<file path="config.mk">
export PLATFORM = sky130hd
export DESIGN_NAME = avtp_audio_sample_extractor_top
export DESIGN_NICKNAME = d
export VERILOG_FILES = /design/src/design/avtp_ase_pkg.sv /design/src/design/avtp_audio_sample_extractor_top.sv /design/src/design/avtp_ase_front.sv /design/src/design/avtp_ase_queue.sv /design/src/design/avtp_ase_back.sv
export VERILOG_INCLUDE_DIRS = /design/src /design/src/design
export SDC_FILE = /design/constraint.sdc
export NUM_CORES = 1
export LEC_CHECK = 0
export BUFFER_PORTS_ARGS = -buffer_cell sky130_fd_sc_hd__buf_2
export CAP_MARGIN = 20
export CORE_MARGIN = 5
export CORE_UTILIZATION = 51
export DETAILED_ROUTE_END_ITERATION = 7
export PLACE_DENSITY = 0.74
export SETUP_SLACK_MARGIN = 0.1
export SKIP_LAST_GASP = 1
export SYNTH_ARGS = -nofsm -noshare
export SYNTH_HDL_FRONTEND = slang
export SYNTH_SLANG_ARGS = --single-unit
</file>
<file path="constraint.sdc">
create_clock -name aclk -period 2.9 [get_ports aclk]
set_clock_uncertainty 0.2 [all_clocks]
set_input_delay 0.58 -clock aclk [delete_from_list [all_inputs] [get_ports aclk]]
set_output_delay 0.58 -clock aclk [all_outputs]
set_load 0.02 [all_outputs]
</file>
<file path="src/design/avtp_audio_sample_extractor_top_assert.svh">
// assertion macros for the audio sample extractor
// every use sits inside a module that has aclk and aresetn
`ifndef AVTP_AUDIO_SAMPLE_EXTRACTOR_TOP_ASSERT_SVH
`define AVTP_AUDIO_SAMPLE_EXTRACTOR_TOP_ASSERT_SVH

// when ante holds in a cycle, cons must hold in the same cycle
`define ASE_ASSERT_IMPLIES(label, ante, cons, msg) \
    label: assert property (@(posedge aclk) disable iff (!aresetn) (ante) |-> (cons)) \
        else $error(msg);

// cond must never hold outside reset
`define ASE_ASSERT_NEVER(label, cond, msg) \
    label: assert property (@(posedge aclk) disable iff (!aresetn) !(cond)) \
        else $error(msg);

`endif

</file>
<file path="src/design/avtp_ase_pkg.sv">
// ----------------------------------------------------------------------------
// avtp_ase_pkg
// Shared constants and types of the audio sample extractor: frame layout,
// ethertypes, packet geometry and the entry passed from front to back.
// ----------------------------------------------------------------------------
package avtp_ase_pkg;

    // packet geometry
    localparam int FRAMES_PER_PACKET = 6;
    localparam int NUM_CHANNELS      = 2;
    localparam int TOTAL_SAMPLES     = FRAMES_PER_PACKET * NUM_CHANNELS;

    localparam int CH_W = (NUM_CHANNELS > 1) ? $clog2(NUM_CHANNELS) : 1;
    localparam int FR_W = (FRAMES_PER_PACKET > 1) ? $clog2(FRAMES_PER_PACKET) : 1;

    // ethertypes
    localparam logic [15:0] TYPE_AVTP = 16'h22F0;
    localparam logic [15:0] TYPE_VLAN = 16'h8100;

    // byte positions within the frame
    localparam int OFF_W = 7;
    localparam logic [OFF_W-1:0] OFFSET_MAX = 7'd127;

    localparam int ETH_HDR_BYTES    = 18;
    localparam int AVTP_PART1_BYTES = 4;
    localparam int ID_BYTES         = 8;
    localparam int AVTP_PART2_BYTES = 10;
    localparam int CIP_HDR_BYTES    = 10;
    localparam int TAG_BYTES        = 4;

    localparam int TAGGED_ID_INT   = ETH_HDR_BYTES + AVTP_PART1_BYTES;
    localparam int TAGGED_DATA_INT = TAGGED_ID_INT + ID_BYTES + AVTP_PART2_BYTES
                                     + CIP_HDR_BYTES;

    localparam logic [OFF_W-1:0] POS_TYPE_HI   = 7'd12;
    localparam logic [OFF_W-1:0] POS_TYPE_LO   = 7'd13;
    localparam logic [OFF_W-1:0] POS_INNER_HI  = 7'd16;
    localparam logic [OFF_W-1:0] POS_INNER_LO  = 7'd17;
    localparam logic [OFF_W-1:0] TAGGED_ID_POS   = OFF_W'(TAGGED_ID_INT);
    localparam logic [OFF_W-1:0] UNTAGGED_ID_POS = OFF_W'(TAGGED_ID_INT - TAG_BYTES);
    localparam logic [OFF_W-1:0] TAGGED_DATA_POS = OFF_W'(TAGGED_DATA_INT);
    localparam logic [OFF_W-1:0] UNTAGGED_DATA_POS = OFF_W'(TAGGED_DATA_INT - TAG_BYTES);
    localparam logic [OFF_W-1:0] ID_LEN = OFF_W'(ID_BYTES);

    // byte lane within a sample word
    localparam logic [1:0] LANE_LABEL = 2'd0;
    localparam logic [1:0] LANE_LAST  = 2'd3;

    // small queue between front and back
    localparam int QUEUE_DEPTH = 2;
    localparam int QPTR_W      = $clog2(QUEUE_DEPTH);
    localparam int QCNT_W      = $clog2(QUEUE_DEPTH + 1);

    // one sample byte with its classification
    typedef struct packed {
        logic [7:0]      data_byte;
        logic            emit;
        logic            channel;
        logic [2:0]      frame_index;
        logic            last_sample;
    } ase_op_t;

endpackage

</file>
<file path="src/design/avtp_audio_sample_extractor_top.sv">
// Path: the edge that accepts a sample's last byte writes it into the byte
// queue; from there the finished sample is loaded into the output register,
// which drives m_valid, once that register is free.
// Throughput: one byte per cycle; the front takes a byte whenever the
// two-entry byte queue has room, which only fills while an output waits.
// Reset: synchronous active-low aresetn clears the header tracker, the queue,
// the output valid and the stream ID register (to zero).
// ----------------------------------------------------------------------------
// avtp_audio_sample_extractor_top
// Pulls two-channel audio samples out of stream packets carried in Ethernet
// frames that arrive one byte per item.
// ----------------------------------------------------------------------------
module avtp_audio_sample_extractor_top (
    input  logic        aclk,
    input  logic        aresetn,
    input  logic        cfg_we,
    input  logic [63:0] cfg_wdata,
    input  logic        s_valid,
    output logic        s_ready,
    input  logic [7:0]  s_data_byte,
    input  logic        s_end_of_frame,
    output logic        m_valid,
    input  logic        m_ready,
    output logic [31:0] m_sample_word,
    output logic        m_channel,
    output logic [2:0]  m_frame_index,
    output logic        m_last_sample
);
    import avtp_ase_pkg::*;

    `include "avtp_audio_sample_extractor_top_assert.svh"

    logic    q_push;
    logic    q_ready;
    ase_op_t q_push_entry;
    logic    q_pop;
    logic    q_valid;
    ase_op_t q_pop_entry;

    assign s_ready = q_ready;

    // header parsing and byte classification
    avtp_ase_front u_front (
        .aclk           (aclk),
        .aresetn        (aresetn),
        .cfg_we         (cfg_we),
        .cfg_wdata      (cfg_wdata),
        .s_valid        (s_valid),
        .s_data_byte    (s_data_byte),
        .s_end_of_frame (s_end_of_frame),
        .q_ready        (q_ready),
        .q_push         (q_push),
        .q_entry        (q_push_entry)
    );

    // decoupling queue
    avtp_ase_queue u_queue (
        .aclk       (aclk),
        .aresetn    (aresetn),
        .push       (q_push),
        .push_entry (q_push_entry),
        .push_ready (q_ready),
        .pop        (q_pop),
        .pop_valid  (q_valid),
        .pop_entry  (q_pop_entry)
    );

    // sample assembly and output
    avtp_ase_back u_back (
        .aclk          (aclk),
        .aresetn       (aresetn),
        .q_valid       (q_valid),
        .q_entry       (q_pop_entry),
        .q_pop         (q_pop),
        .m_valid       (m_valid),
        .m_ready       (m_ready),
        .m_sample_word (m_sample_word),
        .m_channel     (m_channel),
        .m_frame_index (m_frame_index),
        .m_last_sample (m_last_sample)
    );

    // checks
    `ASE_ASSERT_IMPLIES(a_last_is_final_slot, m_valid && m_last_sample,
        m_channel == 1'(NUM_CHANNELS - 1) && m_frame_index == 3'(FRAMES_PER_PACKET - 1),
        "last sample not on the final channel and frame")
    `ASE_ASSERT_IMPLIES(a_stall_only_when_output_held, !s_ready, m_valid,
        "input stalled while no sample is waiting at the output")
    `ASE_ASSERT_NEVER(a_low_byte_zero, m_valid && m_sample_word[7:0] != 8'h00,
        "sample word low byte not zero")

endmodule

</file>
<file path="src/design/avtp_ase_front.sv">
// ----------------------------------------------------------------------------
// avtp_ase_front
// Accepts frame bytes, tracks the header, checks the stream ID and marks
// each sample byte for the back end as a shift or a shift-and-emit.
// ----------------------------------------------------------------------------
module avtp_ase_front (
    input  logic                   aclk,
    input  logic                   aresetn,
    input  logic                   cfg_we,
    input  logic [63:0]            cfg_wdata,
    input  logic                   s_valid,
    input  logic [7:0]             s_data_byte,
    input  logic                   s_end_of_frame,
    input  logic                   q_ready,
    output logic                   q_push,
    output avtp_ase_pkg::ase_op_t  q_entry
);
    import avtp_ase_pkg::*;

    logic [63:0]      stream_id_reg;
    logic [OFF_W-1:0] byte_offset_reg, byte_offset_next;
    logic [7:0]       outer_hi_reg, outer_hi_next;
    logic [7:0]       inner_hi_reg, inner_hi_next;
    logic             is_tagged_reg, is_tagged_next;
    logic             dropping_reg, dropping_next;
    logic             id_matches_reg, id_matches_next;
    logic [1:0]       lane_reg, lane_next;
    logic [CH_W-1:0]  ch_reg, ch_next;
    logic [FR_W-1:0]  fr_reg, fr_next;
    logic             done_reg, done_next;

    logic             accept;
    logic             active;
    logic [OFF_W-1:0] id_pos;
    logic [OFF_W-1:0] data_pos;
    logic [OFF_W-1:0] id_rel;
    logic [2:0]       id_byte_sel;
    logic [7:0]       id_want;
    logic             in_id;
    logic             in_data;
    logic             last_word;

    assign accept = s_valid && q_ready;

    // configured stream ID
    always_ff @(posedge aclk) begin
        if (!aresetn) begin
            stream_id_reg <= '0;
        end else if (cfg_we) begin
            stream_id_reg <= cfg_wdata;
        end
    end

    // byte classification
    always_comb begin
        active      = (byte_offset_reg != OFFSET_MAX) && !dropping_reg;
        id_pos      = is_tagged_reg ? TAGGED_ID_POS : UNTAGGED_ID_POS;
        data_pos    = is_tagged_reg ? TAGGED_DATA_POS : UNTAGGED_DATA_POS;
        id_rel      = byte_offset_reg - id_pos;
        id_byte_sel = 3'd7 - id_rel[2:0];
        id_want     = stream_id_reg[{id_byte_sel, 3'b000} +: 8];
        in_id       = active && (byte_offset_reg >= id_pos)
                      && (byte_offset_reg < id_pos + ID_LEN);
        in_data     = active && (byte_offset_reg >= data_pos) && !done_reg;
        last_word   = (ch_reg == CH_W'(NUM_CHANNELS - 1))
                      && (fr_reg == FR_W'(FRAMES_PER_PACKET - 1));
    end

    // queue push: every data byte past the label byte
    always_comb begin
        q_push              = accept && in_data && (lane_reg != LANE_LABEL);
        q_entry.data_byte   = s_data_byte;
        q_entry.emit        = (lane_reg == LANE_LAST) && id_matches_reg;
        q_entry.channel     = ch_reg[0];
        q_entry.frame_index = 3'(fr_reg);
        q_entry.last_sample = last_word;
    end

    // header and position tracking
    always_comb begin
        byte_offset_next = byte_offset_reg;
        outer_hi_next    = outer_hi_reg;
        inner_hi_next    = inner_hi_reg;
        is_tagged_next   = is_tagged_reg;
        dropping_next    = dropping_reg;
        id_matches_next  = id_matches_reg;
        lane_next        = lane_reg;
        ch_next          = ch_reg;
        fr_next          = fr_reg;
        done_next        = done_reg;

        if (accept) begin
            if (active) begin
                // outer ethertype
                if (byte_offset_reg == POS_TYPE_HI) begin
                    outer_hi_next = s_data_byte;
                end
                if (byte_offset_reg == POS_TYPE_LO) begin
                    if ({outer_hi_reg, s_data_byte} == TYPE_VLAN) begin
                        is_tagged_next = 1'b1;
                    end else if ({outer_hi_reg, s_data_byte} != TYPE_AVTP) begin
                        dropping_next = 1'b1;
                    end
                end
                // inner ethertype behind the tag
                if (is_tagged_reg && byte_offset_reg == POS_INNER_HI) begin
                    inner_hi_next = s_data_byte;
                end
                if (is_tagged_reg && byte_offset_reg == POS_INNER_LO
                    && {inner_hi_reg, s_data_byte} != TYPE_AVTP) begin
                    dropping_next = 1'b1;
                end
            end
            // stream ID compare
            if (in_id && id_want != s_data_byte) begin
                id_matches_next = 1'b0;
            end
            // sample word lanes and sample index
            if (in_data) begin
                lane_next = lane_reg + 2'd1;
                if (lane_reg == LANE_LAST) begin
                    if (last_word) begin
                        done_next = 1'b1;
                    end
                    if (ch_reg == CH_W'(NUM_CHANNELS - 1)) begin
                        ch_next = '0;
                        fr_next = fr_reg + FR_W'(1);
                    end else begin
                        ch_next = ch_reg + CH_W'(1);
                    end
                end
            end
            if (byte_offset_reg != OFFSET_MAX) begin
                byte_offset_next = byte_offset_reg + OFF_W'(1);
            end
            // end of frame returns everything to idle
            if (s_end_of_frame) begin
                byte_offset_next = '0;
                outer_hi_next    = '0;
                inner_hi_next    = '0;
                is_tagged_next   = 1'b0;
                dropping_next    = 1'b0;
                id_matches_next  = 1'b1;
                lane_next        = LANE_LABEL;
                ch_next          = '0;
                fr_next          = '0;
                done_next        = 1'b0;
            end
        end
    end

    always_ff @(posedge aclk) begin
        if (!aresetn) begin
            byte_offset_reg <= '0;
            outer_hi_reg    <= '0;
            inner_hi_reg    <= '0;
            is_tagged_reg   <= 1'b0;
            dropping_reg    <= 1'b0;
            id_matches_reg  <= 1'b1;
            lane_reg        <= LANE_LABEL;
            ch_reg          <= '0;
            fr_reg          <= '0;
            done_reg        <= 1'b0;
        end else begin
            byte_offset_reg <= byte_offset_next;
            outer_hi_reg    <= outer_hi_next;
            inner_hi_reg    <= inner_hi_next;
            is_tagged_reg   <= is_tagged_next;
            dropping_reg    <= dropping_next;
            id_matches_reg  <= id_matches_next;
            lane_reg        <= lane_next;
            ch_reg          <= ch_next;
            fr_reg          <= fr_next;
            done_reg        <= done_next;
        end
    end

endmodule

</file>
<file path="src/design/avtp_ase_queue.sv">
// ----------------------------------------------------------------------------
// avtp_ase_queue
// Small first-in first-out queue of classified sample bytes between the
// front and the back, so that each side can stall on its own.
// ----------------------------------------------------------------------------
module avtp_ase_queue (
    input  logic                   aclk,
    input  logic                   aresetn,
    input  logic                   push,
    input  avtp_ase_pkg::ase_op_t  push_entry,
    output logic                   push_ready,
    input  logic                   pop,
    output logic                   pop_valid,
    output avtp_ase_pkg::ase_op_t  pop_entry
);
    import avtp_ase_pkg::*;

    ase_op_t            entry_reg [QUEUE_DEPTH];
    logic [QPTR_W-1:0]  wr_ptr_reg, wr_ptr_next;
    logic [QPTR_W-1:0]  rd_ptr_reg, rd_ptr_next;
    logic [QCNT_W-1:0]  count_reg, count_next;

    assign push_ready = (count_reg != QCNT_W'(QUEUE_DEPTH));
    assign pop_valid  = (count_reg != '0);
    assign pop_entry  = entry_reg[rd_ptr_reg];

    // pointer and fill bookkeeping
    always_comb begin
        wr_ptr_next = wr_ptr_reg;
        rd_ptr_next = rd_ptr_reg;
        count_next  = count_reg;
        if (push) begin
            wr_ptr_next = (wr_ptr_reg == QPTR_W'(QUEUE_DEPTH - 1)) ? '0
                          : wr_ptr_reg + QPTR_W'(1);
        end
        if (pop) begin
            rd_ptr_next = (rd_ptr_reg == QPTR_W'(QUEUE_DEPTH - 1)) ? '0
                          : rd_ptr_reg + QPTR_W'(1);
        end
        if (push && !pop) begin
            count_next = count_reg + QCNT_W'(1);
        end else if (pop && !push) begin
            count_next = count_reg - QCNT_W'(1);
        end
    end

    always_ff @(posedge aclk) begin
        if (!aresetn) begin
            wr_ptr_reg <= '0;
            rd_ptr_reg <= '0;
            count_reg  <= '0;
        end else begin
            wr_ptr_reg <= wr_ptr_next;
            rd_ptr_reg <= rd_ptr_next;
            count_reg  <= count_next;
        end
    end

    // entry storage
    always_ff @(posedge aclk) begin
        if (push) begin
            entry_reg[wr_ptr_reg] <= push_entry;
        end
    end

endmodule

</file>
<file path="src/design/avtp_ase_back.sv">
// ----------------------------------------------------------------------------
// avtp_ase_back
// Assembles the 24-bit sample from queued bytes and holds each finished
// sample in the output register until the consumer takes it.
// ----------------------------------------------------------------------------
module avtp_ase_back (
    input  logic                   aclk,
    input  logic                   aresetn,
    input  logic                   q_valid,
    input  avtp_ase_pkg::ase_op_t  q_entry,
    output logic                   q_pop,
    output logic                   m_valid,
    input  logic                   m_ready,
    output logic [31:0]            m_sample_word,
    output logic                   m_channel,
    output logic [2:0]             m_frame_index,
    output logic                   m_last_sample
);
    import avtp_ase_pkg::*;

    logic [15:0] acc_reg, acc_next;
    logic        m_valid_reg, m_valid_next;
    logic [31:0] m_sample_word_reg;
    logic        m_channel_reg;
    logic [2:0]  m_frame_index_reg;
    logic        m_last_sample_reg;
    logic        load_out;

    // shifts always drain, a sample waits for a free output register
    assign q_pop    = q_valid && (!q_entry.emit || !m_valid_reg || m_ready);
    assign load_out = q_pop && q_entry.emit;

    always_comb begin
        acc_next     = acc_reg;
        m_valid_next = m_valid_reg;
        if (q_pop) begin
            acc_next = {acc_reg[7:0], q_entry.data_byte};
        end
        if (load_out) begin
            m_valid_next = 1'b1;
        end else if (m_ready) begin
            m_valid_next = 1'b0;
        end
    end

    // control
    always_ff @(posedge aclk) begin
        if (!aresetn) begin
            m_valid_reg <= 1'b0;
        end else begin
            m_valid_reg <= m_valid_next;
        end
    end

    // sample assembly and output payload
    always_ff @(posedge aclk) begin
        acc_reg <= acc_next;
        if (load_out) begin
            m_sample_word_reg <= {acc_reg, q_entry.data_byte, 8'h00};
            m_channel_reg     <= q_entry.channel;
            m_frame_index_reg <= q_entry.frame_index;
            m_last_sample_reg <= q_entry.last_sample;
        end
    end

    assign m_valid       = m_valid_reg;
    assign m_sample_word = m_sample_word_reg;
    assign m_channel     = m_channel_reg;
    assign m_frame_index = m_frame_index_reg;
    assign m_last_sample = m_last_sample_reg;

endmodule

</file>
==> Yosys cells after proc, flatten, opt, wreduce, memory -nomap -nowiden <==
Memories as Yosys holds them, arrays and structs flattened. A register that Yosys moved wholly into a read port is not among the register bits.
Index checks and enable logic that the tools add are counted.
{ "totals": {"regBits": 147, "mem_bits_rw": 28, "in_bits": 78, "word_cells": 148, "memories": 1} }
{ "op_classes": {"addsub": 11, "n_lt_le_gt_ge": 3, "eq_ne": 13, "shift": 1, "n_mux": 46, "n_reduce_logical": 53} }
{ "memory_table": {"columns": ["name", "words", "word_bits", "rd", "rd_clocked_by_memory_dff", "wr", "line_no", "rtl"], "rows": [
  ["u_queue.entry_reg", 2, 14, 1, 1, 1, "avtp_ase_queue.sv:18", "ase_op_t entry_reg [QUEUE_DEPTH];"]
]} }
{ "op_table": {"columns": ["cell", "n"], "rows": [
  ["64-bit by 7-bit variable part select with 8-bit output", 1],
  ["8-bit two-way mux", 6],
  ["16-bit by 14-bit inequality test with 1-bit output, second input constant", 2],
  ["2-bit nonzero test", 15],
  ["1-bit two-way mux", 28],
  ["1-bit logical AND", 18],
  ["16-bit == test, second input constant", 1],
  ["3-bit two-way mux", 5],
  ["7-bit by 4-bit == test with 1-bit output, second input constant", 2],
  ["7-bit by 5-bit == test with 1-bit output, second input constant", 2],
  ["7-bit two-way mux", 2],
  ["4-bit AND reduction", 3],
  ["3-bit AND reduction", 3],
  ["2-bit two-way mux", 4],
  ["8-bit inequality test", 1],
  ["7-bit by 1-bit adder with 7-bit output, second input constant", 1],
  ["7-bit by 4-bit adder with 7-bit output, second input constant", 1],
  ["7-bit by 5-bit >= comparator with 1-bit output", 1],
  ["7-bit by 6-bit >= comparator with 1-bit output", 1],
  ["7-bit less-than comparator", 1],
  ["7-bit inequality test, second input constant", 1],
  ["1-bit zero test", 6],
  ["2-bit AND reduction", 3],
  ["3-bit nonzero test", 2],
  ["13 further kinds", 17]
]} }

==> Depth between registers and ports, before layout <==
{ "depth": {"ltp_word": 10, "depth_mapped": 12} }

==> Hierarchy <==
Synthesis repeated with hierarchy kept, for this count alone.
{ "unflattened": {"hier_cells": 599, "area_unflattened_um2": 7528.5} }
{ "modules_own_cells": {"columns": ["mod", "n_inst", "cells_each", "area_per_inst_um2", "seq_area_each_um2"], "rows": [
  ["avtp_ase_front", 1, 473, 4833.4, 1941.9],
  ["avtp_ase_back", 1, 61, 1470.2, 1371.3],
  ["avtp_ase_queue", 1, 65, 1224.9, 940.9]
]} }

==> Worst setup path before layout <==
Ideal clock, no wire load.
{ "synth_path": {"kind": "flip-flop to flip-flop", "start": "reg u_front.byte_offset_reg[1]", "end": "mem u_queue.entry_reg[0][0] (netlist bit), enable pin", "setup_ns": 0.386, "t_arrival_ns": 2.473, "required_ns": 2.314, "setup_slack_ns": -0.159, "stages_incl_launch_ff": 9, "period_less_slack_ns": 3.059, "cell_sequence": "dfxtp_1 -> buf_6 -> buf_6 -> inv_1 -> fa_1 -> a21boi_0 -> o211ai_1 -> a211oi_2 -> nor2b_1"} }
{ "synth_via": {"elab_chain_len": 8, "elab_cells_between_ends": 9, "cone_classes": "1 x order compare; 1 x eq/ne; 2 x mux; 5 x reduce/logical"} }
{ "synth_lines": {"columns": ["element", "line_no", "rtl"], "rows": [
  ["start, declared", "avtp_ase_front.sv:21", "logic [OFF_W-1:0] byte_offset_reg, byte_offset_next;"],
  ["start signal, assigned", "avtp_ase_front.sv:165", "byte_offset_reg <= byte_offset_next;"],
  ["parallel branches: the longest is 2 deep, another holds 7-bit by 6-bit >= comparator with 1-bit output", null, null],
  ["1-bit logical AND (*) (2 in a row)", "avtp_ase_front.sv:64", "in_data = active && (byte_offset_reg >= data_pos) && !done_reg;"],
  ["1-bit logical AND (*) (2 in a row)", "avtp_ase_front.sv:71", "q_push = accept && in_data && (lane_reg != LANE_LABEL);"],
  ["net q_push", "avtp_audio_sample_extractor_top.sv:33", "logic q_push;"],
  ["1-bit two-way mux (*)", "avtp_ase_queue.sv:61", "if (push) begin"],
  ["1-bit two-way mux (implied by the code) (*)", "avtp_ase_queue.sv:62", "entry_reg[wr_ptr_reg] <= push_entry;"],
  ["end, declared", "avtp_ase_queue.sv:18", null]
]} }
Mark *: on every way through the listed nets, which the timed path passes.

==> Final worst setup path <==
{ "layout_path": {"start": "reg u_front.is_tagged_reg", "end": "reg u_queue.count_reg[1]"} }
{ "layout_via": {"elab_chain_len": 9, "elab_cells_between_ends": 11, "cone_classes": "1 x order compare; 2 x mux; 8 x reduce/logical"} }
{ "layout_lines": {"columns": ["element", "line_no", "rtl"], "rows": [
  ["start, declared", "avtp_ase_front.sv:24", "logic is_tagged_reg, is_tagged_next;"],
  ["start signal, assigned", "avtp_ase_front.sv:168", "is_tagged_reg <= is_tagged_next;"],
  ["5-bit two-way mux (*)", "avtp_ase_front.sv:58", "data_pos = is_tagged_reg ? TAGGED_DATA_POS : UNTAGGED_DATA_POS;"],
  ["7-bit by 6-bit >= comparator with 1-bit output (*)", "avtp_ase_front.sv:64", null],
  ["1-bit logical AND (*) (2 in a row)", "avtp_ase_front.sv:64", null],
  ["1-bit logical AND (*) (2 in a row)", "avtp_ase_front.sv:71", null],
  ["net q_push", "avtp_audio_sample_extractor_top.sv:33", null],
  ["1-bit zero test", "avtp_ase_queue.sv:42", "end else if (pop && !push) begin"],
  ["1-bit logical AND", "avtp_ase_queue.sv:42", null],
  ["2-bit nonzero test (no line)", null, null],
  ["end signal, assigned", "avtp_ase_queue.sv:55", "count_reg <= count_next;"],
  ["end, declared", "avtp_ase_queue.sv:21", "logic [QCNT_W-1:0] count_reg, count_next;"]
]} }
The timed path passes the listed nets; every way through them passes the cells marked *.
A chain may end at the register's enable or synchronous reset.

==> impl_metrics.py <==
metrics = {
    "route": {
        "drc": 0,
        "drt_first_pass_iters": 4,
        "wire_per_inst_um": 16.8,
        "detail-route-antenna-nets": 0,
        "vias_per_cell": 5.40,
        "vias": 4842,
        "first_iter_violations": 243,
        "wl_um": 15100,
    },
    "power_and_ir_drop": {
        "leakagePower_uw": 0.00359,
        "p_per_area_mw_per_mm2": 605,
        "fin_total_pwr_uw": 5330,
        "ir_drop_mv": 0.579,
    },
    "placed_design": {
        "placed_cells": 854,
        "portBuffers": 108,
        "dp_hpwl_um": 10600,
        "gp_congestion": 0.821,
    },
    "logic_synthesis": {
        "seq_area_frac_synth_pct": 58.6,
        "yosysUniqueCellTypes": 62,
        "synth_edf_count": 73,
        "ys_ff_latch": 176,
        "netlist_instances": 581,
        "syn_area_sq_mm": 0.00726,
        "syn_avg_cell_area_sq_um": 12.5,
        "synthArstFlopShare_pct": 0,
        "yosys_warnings": 0,
        "ys.flop_type": "dfxtp_1",
    },
    "cts": {
        "clock_sinks": 176,
        "htree_levels": 4,
        "clock_latency_ps": 420,
        "cts_hold_buffers": 0,
        "ctsLongestPathBuffers": 2,
        "numCtsBuffers": 17,
        "cts_tree": "done",
        "root_buffer": "clkbuf_16",
        "cts.clk_slew.worst_paths_ps": 70,
    },
    "setup_path": {
        "arrival_ps": 2870,
        "worstSetupStartpoint": "u_front.is_tagged_reg",
        "crit_fanout": 5,
        "critPathKind": "reg -> reg",
        "end_kind": "register",
        "critPathLaunchType": "register",
        "crit_required_ps": 3050,
        "timing.rr.start": "u_front.is_tagged_reg",
    },
    "sta": {
        "drv_slew": 0,
        "slew_headroom_pct": 41.3,
        "hold_viol": 0,
        "fmax_mhz": 368,
        "fin_hold_ws_ps": 191,
        "fin_crit_ps": 2720,
        "finalSetupViolCount": 0,
        "tightest_slew_ps": 879,
        "min_period_over_period_pct": 93.8,
        "setup_tns_ps": 0,
        "rsz0062_at_grt": "no",
    },
    "global_route": {
        "grt-ovfl-total": 0,
        "grt_max_degree": 50,
        "grt_usage_pct": 18.2,
        "grt_pass1_vias": 4954,
        "grt_pass1_wl_um": 24100,
        "antenna_found_initial": 0,
    },
    "floorplanning": {
        "pin_count": 117,
        "start_util_pct": 52.1,
        "dieArea_sq_mm": 0.0167,
        "fp.coreArea_sq_mm": 0.0139,
        "row_count": 43,
        "die_w_um": 129,
        "die_h_um": 129,
    },
    "cells_and_area": {
        "largest_reg_flops": 64,
        "drive_gt1_share_pct": 30.0,
        "layout.cells.non_filler": 897,
        "syn2layout_area_growth_pct": 21.4,
        "insertedDiodeCount": 0,
        "fin_nets": 796,
    },
    "job": {
        "cap_violations": 0,
    },
    "outcome": {
        "outcome": "finished, final reports clean",
    },
    "min_path": {
        "holdCritStartpoint": "cfg_wdata[37]",
        "hold_class": "in -> reg",
    },
}
[per-stage QoR]
| step | utilization, % | setup slack (ps) | instance area, sq um |
|---|---|---|---|
| 4_1_cts | 62.3 | 60.1 | 8680 |
| 5_1_grt | 63.2 | 63.2 | 8810 |
| 3_3_place_gp | 57.8 | 175 | 8050 |
| 3_5_place_dp | 57.8 | 78.1 | 8050 |
| 2_1_floorplan | - | 136 | 7310 |
| 6_report | 63.2 | 180 | 8810 |
[critical path: stages, from the launching register on]
cell and delay [ps]:
dfxtp_2 370, inv_4 60, ha_4 240, or3b_1 350, a21boi_1 150, o211ai_1 160, a211oi_2 300, ha_1 300
or3_4 400, a21oi_2 130
[power breakdown]
part	internal [uW]	switching, uW
registers	2610	32.3
clock network	1370	963
logic	168	187
total	4150	1180
[final timing paths]
kind                            cells after the start  slack (ps)                         to
worst min-delay path                                3         190  u_front.stream_id_reg[37]
worst min register to register                      0         220   u_back.m_sample_word[26]
worst max register to register                      9         180       u_queue.count_reg[1]
worst max-delay path                                9         180       u_queue.count_reg[1]
[cell usage after synthesis (4+ instances only)]
cell type | n | area (sq um)
and2_1 | 5 | 31.3
buf_2 | 4 | 20.0
a22oi_1 | 16 | 120
mux2i_1 | 76 | 761
xor2_1 | 6 | 52.6
ha_1 | 12 | 150
a31oi_1 | 4 | 25.0
o211ai_1 | 4 | 30.0
inv_1 | 11 | 41.3
nand3_1 | 8 | 40.0
clkbuf_1 | 21 | 78.8
nor2_1 | 104 | 390
xnor2_1 | 9 | 78.8
mux2_2 | 17 | 191
dfxtp_1 | 103 | 2060
buf_4 | 8 | 60.1
edfxtp_1 | 73 | 2190
a21oi_1 | 6 | 30.0
mux4_2 | 9 | 203
nor4_1 | 5 | 31.3
nor4b_1 | 4 | 35.0
buf_1 | 4 | 15.0
nand2_1 | 7 | 26.3
nand4_1 | 6 | 37.5
[area by class of cell]
| cell class | instances | area (sq um) |
|---|---|---|
| clock buffer | 18 | 429 |
| clock inverter | 14 | 181 |
| fill | 1035 | 5120 |
| inverter | 12 | 47.5 |
| multi-input combinational | 360 | 2830 |
| sequential | 176 | 4260 |
| tap | 180 | 225 |
| timing repair buffer | 137 | 840 |
[routing by layer]
layer  vias up  global-route usage, %  part of all wire [%]
met5         -                      0                     0
met1      2344                   23.0                    43
met3         8                   5.98                   6.5
met2       146                   30.6                    50
met4         0                   4.45                  0.85
li1       2344                      -                     -
[layout by cell type, fill, tap and decap left out, types with 5 or more instances in the layout]
master,instances
mux4_2,10
clkbuf_16,17
a22oi_1,16
nand3_1,8
clkinv_4,5
nand4_1,6
ha_1,11
nor2_1,103
and2_1,5
buf_12,6
nand2_1,7
mux2i_1,74
buf_4,23
buf_2,107
inv_1,9
xor2_1,6
dfxtp_1,100
mux2_2,17
a21oi_1,5
xnor2_1,9
edfxtp_1,73
conb_1,8
nor4_1,5
[what timing repair did]
item | CTS | global route
cloned | 0 | 0
buffers inserted | 1 | 10
pin swaps | 0 | 4
endpoints found under the setup margin | 16 | 31
gates resized for setup | 1 | 13
[cell families after synthesis]
| family | after synthesis | synth area share (%) |
|---|---|---|
| mux | 105 | 17.0 |
| buf+inv | 52 | 3.40 |
| simple gates | 163 | 10.7 |
| xor+xnor | 15 | 1.81 |
| compound gates | 55 | 5.88 |
| flops | 176 | 58.6 |
| other cells | 1 | 0.0517 |
| fa+ha+maj | 14 | 2.62 |
No activity file was read; power rests on OpenSTA's default activity.
